$ cat src/rtl/core/cbor_hp_pkg.sv
// shared types and codes of the cbor head and text parser
package cbor_hp_pkg;

    // result kinds
    localparam logic [1:0] KIND_ACK  = 2'd0;
    localparam logic [1:0] KIND_INT  = 2'd1;
    localparam logic [1:0] KIND_TEXT = 2'd2;
    localparam logic [1:0] KIND_ERR  = 2'd3;

    // error codes
    localparam logic [1:0] ERR_NONE  = 2'd0;
    localparam logic [1:0] ERR_STATE = 2'd1;
    localparam logic [1:0] ERR_UNSUP = 2'd2;
    localparam logic [1:0] ERR_PARAM = 2'd3;

    // major types handled
    localparam logic [2:0] MAJ_UINT = 3'd0;
    localparam logic [2:0] MAJ_NINT = 3'd1;
    localparam logic [2:0] MAJ_TEXT = 3'd3;

    // short count codes
    localparam logic [4:0] SC_EXT_FIRST = 5'd24;
    localparam logic [4:0] SC_EXT_LAST  = 5'd27;
    localparam logic [4:0] SC_INDEF     = 5'd31;

    typedef struct packed {
        logic [7:0]  data_byte;
        logic        item_start;
        logic [31:0] total_bytes;
        logic        chunk_end;
    } beat_t;

    typedef struct packed {
        logic [1:0]  kind;
        logic [2:0]  major_kind;
        logic [63:0] arg_value;
        logic [7:0]  text_byte;
        logic [1:0]  error_code;
        logic        chunk_ack;
    } result_t;

    // step request from the step control and answer from the decoder
    typedef struct packed {
        logic fire;
        logic has_result;
    } step_ctl_t;

endpackage

$ cat src/rtl/core/cbor_hp_in_reg.sv
// input register stage of the cbor head and text parser
module cbor_hp_in_reg
    import cbor_hp_pkg::*;
(
    input  logic  aclk,
    input  logic  aresetn,
    input  logic  s_valid,
    output logic  s_ready,
    input  beat_t s_beat,
    input  logic  step_fire,
    output logic  beat_valid,
    output beat_t beat
);

    logic  valid_reg;
    logic  valid_next;
    beat_t beat_reg;

    // a held beat leaves the stage when the decoder takes it
    assign s_ready    = !valid_reg || step_fire;
    assign valid_next = (s_valid && s_ready) || (valid_reg && !step_fire);

    always_ff @(posedge aclk) begin
        if (!aresetn) begin
            valid_reg <= 1'b0;
        end else begin
            valid_reg <= valid_next;
        end
    end

    always_ff @(posedge aclk) begin
        if (s_valid && s_ready) begin
            beat_reg <= s_beat;
        end
    end

    assign beat_valid = valid_reg;
    assign beat       = beat_reg;

endmodule

$ cat src/rtl/core/cbor_hp_decode.sv
// head, argument and text decoder with its item state
module cbor_hp_decode
    import cbor_hp_pkg::*;
(
    input  logic    aclk,
    input  logic    aresetn,
    input  logic    step_fire,
    input  beat_t   beat,
    output logic    has_result,
    output result_t result
);

    localparam logic [2:0] PH_IDLE = 3'd0;
    localparam logic [2:0] PH_EXT  = 3'd1;
    localparam logic [2:0] PH_TEXT = 3'd2;
    localparam logic [2:0] PH_DONE = 3'd3;
    localparam logic [2:0] PH_ERR  = 3'd4;

    logic [2:0]  phase_reg, phase_next;
    logic [2:0]  major_reg, major_next;
    logic [3:0]  ext_reg, ext_next;
    logic [63:0] accum_reg, accum_next;
    logic [31:0] left_reg, left_next;

    logic [4:0]  short_cnt;
    logic        fin;
    logic        fail;
    logic [1:0]  fail_code;

    assign short_cnt = beat.data_byte[4:0];

    always_comb begin
        phase_next = phase_reg;
        major_next = major_reg;
        ext_next   = ext_reg;
        accum_next = accum_reg;
        left_next  = left_reg;
        has_result = 1'b0;
        result     = '0;
        fin        = 1'b0;
        fail       = 1'b0;
        fail_code  = ERR_NONE;

        if (beat.item_start) begin
            major_next = beat.data_byte[7:5];
            accum_next = '0;
            ext_next   = '0;
            if (beat.total_bytes == 32'd0) begin
                left_next = '0;
                fail      = 1'b1;
                fail_code = ERR_STATE;
            end else begin
                left_next = beat.total_bytes - 32'd1;
                if (short_cnt == SC_INDEF) begin
                    fail      = 1'b1;
                    fail_code = ERR_UNSUP;
                end else if (short_cnt > SC_EXT_LAST) begin
                    fail      = 1'b1;
                    fail_code = ERR_PARAM;
                end else if (short_cnt < SC_EXT_FIRST) begin
                    accum_next = {59'd0, short_cnt};
                    fin        = 1'b1;
                end else begin
                    // 1, 2, 4 or 8 argument bytes follow
                    ext_next   = 4'd1 << short_cnt[1:0];
                    phase_next = PH_EXT;
                    has_result = beat.chunk_end;
                    result.kind = KIND_ACK;
                end
            end
        end else begin
            unique case (phase_reg)
                PH_EXT: begin
                    if (left_reg == 32'd0) begin
                        fail      = 1'b1;
                        fail_code = ERR_STATE;
                    end else begin
                        left_next  = left_reg - 32'd1;
                        accum_next = {accum_reg[55:0], beat.data_byte};
                        ext_next   = ext_reg - 4'd1;
                        if (ext_next == 4'd0) begin
                            fin = 1'b1;
                        end else begin
                            has_result  = beat.chunk_end;
                            result.kind = KIND_ACK;
                        end
                    end
                end
                PH_TEXT: begin
                    if (left_reg == 32'd0) begin
                        fail      = 1'b1;
                        fail_code = ERR_STATE;
                    end else begin
                        left_next = left_reg - 32'd1;
                        if (left_next == 32'd0) begin
                            phase_next = PH_DONE;
                        end
                        has_result       = 1'b1;
                        result.kind      = KIND_TEXT;
                        result.text_byte = beat.data_byte;
                    end
                end
                PH_DONE: begin
                    fail      = 1'b1;
                    fail_code = (major_reg == MAJ_UINT || major_reg == MAJ_NINT) ?
                                ERR_UNSUP : ERR_STATE;
                end
                PH_ERR: begin
                    has_result = 1'b0;
                end
                default: begin
                    fail      = 1'b1;
                    fail_code = ERR_STATE;
                end
            endcase
        end

        // argument complete: type checks
        if (fin) begin
            ext_next = '0;
            if (major_next == MAJ_UINT || major_next == MAJ_NINT) begin
                if (left_next != 32'd0) begin
                    fail      = 1'b1;
                    fail_code = ERR_STATE;
                end else begin
                    phase_next       = PH_DONE;
                    has_result       = 1'b1;
                    result.kind      = KIND_INT;
                    result.arg_value = accum_next;
                end
            end else if (major_next == MAJ_TEXT) begin
                if ({32'd0, left_next} != accum_next) begin
                    fail      = 1'b1;
                    fail_code = ERR_STATE;
                end else begin
                    phase_next  = (left_next == 32'd0) ? PH_DONE : PH_TEXT;
                    has_result  = beat.chunk_end;
                    result.kind = KIND_ACK;
                end
            end else begin
                fail      = 1'b1;
                fail_code = ERR_UNSUP;
            end
        end

        if (fail) begin
            phase_next        = PH_ERR;
            has_result        = 1'b1;
            result.kind       = KIND_ERR;
            result.arg_value  = '0;
            result.text_byte  = '0;
            result.error_code = fail_code;
        end

        result.major_kind = major_next;
        result.chunk_ack  = beat.chunk_end;
    end

    always_ff @(posedge aclk) begin
        if (!aresetn) begin
            phase_reg <= PH_IDLE;
            major_reg <= '0;
            ext_reg   <= '0;
            accum_reg <= '0;
            left_reg  <= '0;
        end else if (step_fire) begin
            phase_reg <= phase_next;
            major_reg <= major_next;
            ext_reg   <= ext_next;
            accum_reg <= accum_next;
            left_reg  <= left_next;
        end
    end

endmodule

$ cat src/rtl/core/cbor_hp_out_reg.sv
// result register of the cbor head and text parser
module cbor_hp_out_reg
    import cbor_hp_pkg::*;
(
    input  logic      aclk,
    input  logic      aresetn,
    input  step_ctl_t ctl,
    input  result_t   result,
    output logic      out_free,
    output logic      m_valid,
    input  logic      m_ready,
    output result_t   m_result
);

    logic    valid_reg;
    logic    valid_next;
    logic    load;
    result_t result_reg;

    assign out_free   = !valid_reg || m_ready;
    assign load       = ctl.fire && ctl.has_result;
    assign valid_next = load || (valid_reg && !m_ready);

    always_ff @(posedge aclk) begin
        if (!aresetn) begin
            valid_reg <= 1'b0;
        end else begin
            valid_reg <= valid_next;
        end
    end

    always_ff @(posedge aclk) begin
        if (load) begin
            result_reg <= result;
        end
    end

    assign m_valid  = valid_reg;
    assign m_result = result_reg;

endmodule

$ cat src/rtl/core/cbor_hp_parser.sv
// step control: decides when the held beat is decoded
module cbor_hp_parser
    import cbor_hp_pkg::*;
(
    input  logic      beat_valid,
    input  logic      has_result,
    input  logic      out_free,
    output step_ctl_t ctl
);

    // a beat that gives no result never waits on the result register
    assign ctl.fire       = beat_valid && (out_free || !has_result);
    assign ctl.has_result = has_result;

endmodule

$ cat src/rtl/core/cbor_head_and_text_parser.sv
// top level of the cbor head and text parser
//
//  channel | dir | handshake          | payload
//  --------+-----+--------------------+---------------------------------------------
//  s_      | in  | s_valid / s_ready  | data_byte, item_start, total_bytes, chunk_end
//  m_      | out | m_valid / m_ready  | kind, major_kind, arg_value, text_byte,
//          |     |                    | error_code, chunk_ack
//
//  one beat per cycle while the result register is free or the beat gives no result;
//  a beat is decoded from the input register and its result registered toward m_
//  the decode step (argument shift, remaining-length count and compare) is the
//  only logic between the input register and the result register
//  aresetn is synchronous and active low; it clears the item state to idle and
//  empties both registers
//  a stalled m_ side holds the result; the input register keeps taking beats
//  while the held beat gives no result, and fills behind a full result register
module cbor_head_and_text_parser
    import cbor_hp_pkg::*;
(
    input  logic        aclk,
    input  logic        aresetn,
    // input beats
    input  logic        s_valid,
    output logic        s_ready,
    input  logic [7:0]  s_data_byte,
    input  logic        s_item_start,
    input  logic [31:0] s_total_bytes,
    input  logic        s_chunk_end,
    // result beats
    output logic        m_valid,
    input  logic        m_ready,
    output logic [1:0]  m_kind,
    output logic [2:0]  m_major_kind,
    output logic [63:0] m_arg_value,
    output logic [7:0]  m_text_byte,
    output logic [1:0]  m_error_code,
    output logic        m_chunk_ack
);

    beat_t     s_beat;
    beat_t     beat;
    logic      beat_valid;
    logic      has_result;
    logic      out_free;
    step_ctl_t ctl;
    result_t   result;
    result_t   m_result;

    // gather the input ports into one beat
    assign s_beat.data_byte   = s_data_byte;
    assign s_beat.item_start  = s_item_start;
    assign s_beat.total_bytes = s_total_bytes;
    assign s_beat.chunk_end   = s_chunk_end;

    // input register: takes a new beat whenever it is empty or the held one moves on
    cbor_hp_in_reg u_in_reg (
        .aclk       (aclk),
        .aresetn    (aresetn),
        .s_valid    (s_valid),
        .s_ready    (s_ready),
        .s_beat     (s_beat),
        .step_fire  (ctl.fire),
        .beat_valid (beat_valid),
        .beat       (beat)
    );

    // item state and the per-beat decode step
    cbor_hp_decode u_decode (
        .aclk       (aclk),
        .aresetn    (aresetn),
        .step_fire  (ctl.fire),
        .beat       (beat),
        .has_result (has_result),
        .result     (result)
    );

    // step control between the two registers
    cbor_hp_parser u_ctl (
        .beat_valid (beat_valid),
        .has_result (has_result),
        .out_free   (out_free),
        .ctl        (ctl)
    );

    // result register toward m_
    cbor_hp_out_reg u_out_reg (
        .aclk     (aclk),
        .aresetn  (aresetn),
        .ctl      (ctl),
        .result   (result),
        .out_free (out_free),
        .m_valid  (m_valid),
        .m_ready  (m_ready),
        .m_result (m_result)
    );

    // spread the result onto its ports
    assign m_kind       = m_result.kind;
    assign m_major_kind = m_result.major_kind;
    assign m_arg_value  = m_result.arg_value;
    assign m_text_byte  = m_result.text_byte;
    assign m_error_code = m_result.error_code;
    assign m_chunk_ack  = m_result.chunk_ack;

endmodule

$ cat config.mk
export PLATFORM = sky130hd
export DESIGN_NAME = cbor_head_and_text_parser
export DESIGN_NICKNAME = d
export VERILOG_FILES = /design/src/rtl/core/cbor_hp_pkg.sv /design/src/rtl/core/cbor_hp_in_reg.sv /design/src/rtl/core/cbor_hp_decode.sv /design/src/rtl/core/cbor_hp_out_reg.sv /design/src/rtl/core/cbor_hp_parser.sv /design/src/rtl/core/cbor_head_and_text_parser.sv
export SDC_FILE = /design/constraint.sdc
export NUM_CORES = 1
export LEC_CHECK = 0
export ABC_CLOCK_PERIOD_IN_PS = 8500
export CORE_MARGIN = 4
export CORE_UTILIZATION = 58
export CTS_CLUSTER_SIZE = 16
export DETAILED_ROUTE_END_ITERATION = 7
export DONT_BUFFER_PORTS = 1
export HOLD_SLACK_MARGIN = 0.12
export PLACE_DENSITY = 0.74
export SETUP_SLACK_MARGIN = 0.05
export SKIP_LAST_GASP = 1
export SLEW_MARGIN = 20
export SYNTH_ARGS = -nofsm -noshare
export SYNTH_HDL_FRONTEND = slang
export SYNTH_SLANG_ARGS = --single-unit
$ cat constraint.sdc
create_clock -name aclk -period 8.5 [get_ports aclk]
set_input_delay 0 -clock aclk [delete_from_list [all_inputs] [get_ports aclk]]
set_output_delay 0 -clock aclk [all_outputs]
set_load 0.005 [all_outputs]
==> results.cfg <==
[outcome]
outcome = complete, no violations

[setup_path]
path_cells = inv_1 > ha_1 > nor4b_1 > nand4_1 > o21ai_4 > buf_4 > mux2i_1 > or2_1 > xor2_1 > or4_1 > nor4b_2 > and4_1 > o211a_4 > nor2_1 > a21oi_4 > buf_12
arrival_ns = 6.65
crit_path_max_fanout = 40
crit_slowest_cell = o21ai_4
critPathLaunchType = register
cp.required_ns = 8.71
critical_path_class = reg -> reg
max_stage_delay_ns = 0.80
worstSetupEndpointType = register

[sta]
rsz0062_at_grt = no
finalSetupTns_ns = 0
worst_slew_pin_slew_ns = 0.950
finalMaxSlewViolations = 0
clock.fmax_mhz = 155
clock-skew-final_ns = 0.0187
relSlewSlack_pct = 36.5
finalHoldViolations = 0
fin_crit_sh_pct = 75.8
setup_viol = 0
min_period_ns = 6.45

[routing]
routed_via_density = 6.94
postRouteAntennaNets = 0
wire_per_inst_um = 26.5
first_iter_violations = 1660
drcViolationCount = 0
drtPass1Iterations = 7
drt-total-wl_mm = 46.0
vias = 12062

[cts]
cts_sinks = 230
cts.hold.buffers_added = 82
cts_resized = 0
htreeDepth = 1
cts.clk_slew.worst_paths_ns = 0.06
cts_tree = yes
cts_made_buffers = 24
clock_path_buffers = 3
root_buffer = clkbuf_16
post-cts-setup-buffer-count = 0
clk-insertion-delay-late_ns = 0.53

[power_and_ir_drop]
power_density_mw_per_mm2 = 189
seqPwrFrac_pct = 45.7
clockPowerShare_pct = 39.5
p_int_uw = 2020
ir_drop_mv = 0.211
power.share.switching_pct = 28.3
switchingPower_uw = 796
p_total_uw = 2810
share_comb_of_total_power_pct = 14.8
leakagePower_uw = 0.00501

[placement]
port_buffers = 0
dpl.hpwl_mm = 30.5
placed_area_mm2 = 0.0131
place_congestion = 1.02

[synthesis]
synthesis.area_mm2 = 0.0131
synth_top_area_share_pct = 28.1
synthTopCellsByArea = edfxtp_1, dfxtp_1, nand2_1
synth-main-ff-cell = edfxtp_1
yosysWarningCount = 0
synth_top_area_cell = edfxtp_1
post_synth.cell_area_avg_um2 = 9.23
synth-edff-count = 122
synth_cell_types = 92
synthArstFlopShare_pct = 0
ys_ff_latch = 230
synthCells = 1414
syn_nets = 1467
yosysSeqAreaShare_pct = 44.6

[global_routing]
grt_max_degree = 72
grt_usage_pct = 35.8
grt_overflow = 0
antenna_found_initial = 0
grt_pass1_wl_mm = 68.7
grt_pass1_vias = 11003

[layout]
drive_gt1_share_pct = 9.53
syn_to_final_growth_pct = 14.0
largest_reg_flops = 80
n_antenna_cell = 0
finalNetCount = 1494
design_area_mm2 = 0.0149

[hold_path]
hp-class = in -> reg

[die]
core_area_mm2 = 0.0220
dieArea_mm2 = 0.0250
die_h_um = 158
chipWidth_um = 158
pin_count = 128
num_rows = 54
start_util_pct = 59.5

[run]
drv_cap = 0
-- layout make-up --
type,instances,area [µm²]
flip-flops and latches,230,5830
clock buffers,31,691
inverters,22,82.6
fillers,1681,7080
well taps,280,350
clock inverters,13,141
repair buffers,110,1120
multi-input cells,1053,6670
-- final timing paths --
path,cells after the start,startpoint,slack (ns),endpoint
worst max register to register,16,u_decode.left_reg[0],2.05,u_out_reg.m_result[48]
worst min register to register,2,u_decode.ext_reg[3],0.48,u_decode.ext_reg[3]
worst min-delay path,1,s_data_byte[5],0.13,u_in_reg.beat[39]
worst max-delay path,16,u_decode.left_reg[0],2.05,u_out_reg.m_result[48]
-- logic make-up (layout without fill, tap and decap cells) --
kind of cell,Yosys count,after routing,synth area share (%)
and+or+nand+nor,597,597,25.1
buffers and inverters,131,176,4.60
muxes,41,41,3.21
AOI/OAI and AO/OA,342,342,17.0
DFF,230,230,44.6
adders and majority gates,7,7,0.671
xor gates and xnor gates,66,66,4.74
-- power by group through the flow --
stage	combinational [µW]	clock [µW]	sequential (µW)
2_1_floorplan	282	0	1280
3_3_place_gp	359	0	1300
3_5_place_dp	358	0	1300
4_1_cts	394	1110	1280
5_1_grt	442	1150	1290
6_report	417	1110	1280
-- synth_stat cells, types with 32 or more instances --
cell type	number
o21ai_0	46
xnor2_1	32
o22ai_1	57
nand2_1	190
clkbuf_1	63
nor2_1	88
nand3_1	45
edfxtp_1	122
mux2i_1	34
nor3_1	53
buf_2	32
dfxtp_1	108
nor4_1	32
a21oi_1	107
-- metal layers --
| layer | up-vias | share of wire [%] | track usage [%] |
|---|---|---|---|
| met5 | - | 0 | 0 |
| met4 | 0 | 3.6 | 11.7 |
| met3 | 113 | 12 | 8.78 |
| met2 | 836 | 43 | 53.0 |
| met1 | 5777 | 41 | 51.9 |
| li1 | 5336 | - | - |
-- cells in the final DEF (no fill, tap or decap), types with 8 or more instances in the layout --
master | synthesis | routed
nand4_1 | 23 | 23
o32ai_1 | 10 | 10
dlygate4sd3_1 | 0 | 82
or2_2 | 10 | 10
nor2b_1 | 14 | 12
buf_4 | 2 | 23
o22ai_1 | 57 | 57
nor4_1 | 32 | 32
o21ai_0 | 46 | 46
nor3_1 | 53 | 53
edfxtp_1 | 122 | 122
or4_1 | 15 | 15
a31oi_1 | 8 | 8
and2_1 | 18 | 18
nand3_1 | 45 | 45
nor3_2 | 21 | 21
and4_1 | 10 | 10
nor2_1 | 88 | 88
mux2i_1 | 34 | 34
a21oi_1 | 107 | 105
dfxtp_1 | 108 | 108
inv_1 | 22 | 21
clkbuf_16 | 0 | 27
o21a_1 | 8 | 8
xor2_1 | 31 | 31
or3_1 | 17 | 17
a21o_1 | 9 | 9
xnor2_1 | 32 | 32
a211oi_1 | 19 | 19
nand2_1 | 190 | 190
o211ai_1 | 13 | 13
-- metrics by stage --
step / std cells / worst slack (ns) / hold WS (ns) / utilization (%)
6_report: 1739 / 2.05 / 0.128 / 67.8
5_1_grt: 1739 / 1.78 / 0.131 / 67.8
3_3_place_gp: 1609 / 1.98 / 0.0989 / 59.8
4_1_cts: 1735 / 1.82 / 0.122 / 67.4
2_1_floorplan: 1414 / 0.587 / 0.0989 / -
3_5_place_dp: 1609 / 1.84 / 0.0989 / 59.8
-- critical path, delay by kind of cell, from the launching register on --
family	cells	cell delay [ns]
compound gates	3	1.65
xor+xnor	1	0.19
fa+ha+maj	1	0.18
buf+inv	3	0.87
flops	1	0.35
mux	1	0.14
simple gates	7	2.68
No activity file was read; power rests on OpenSTA's default activity.
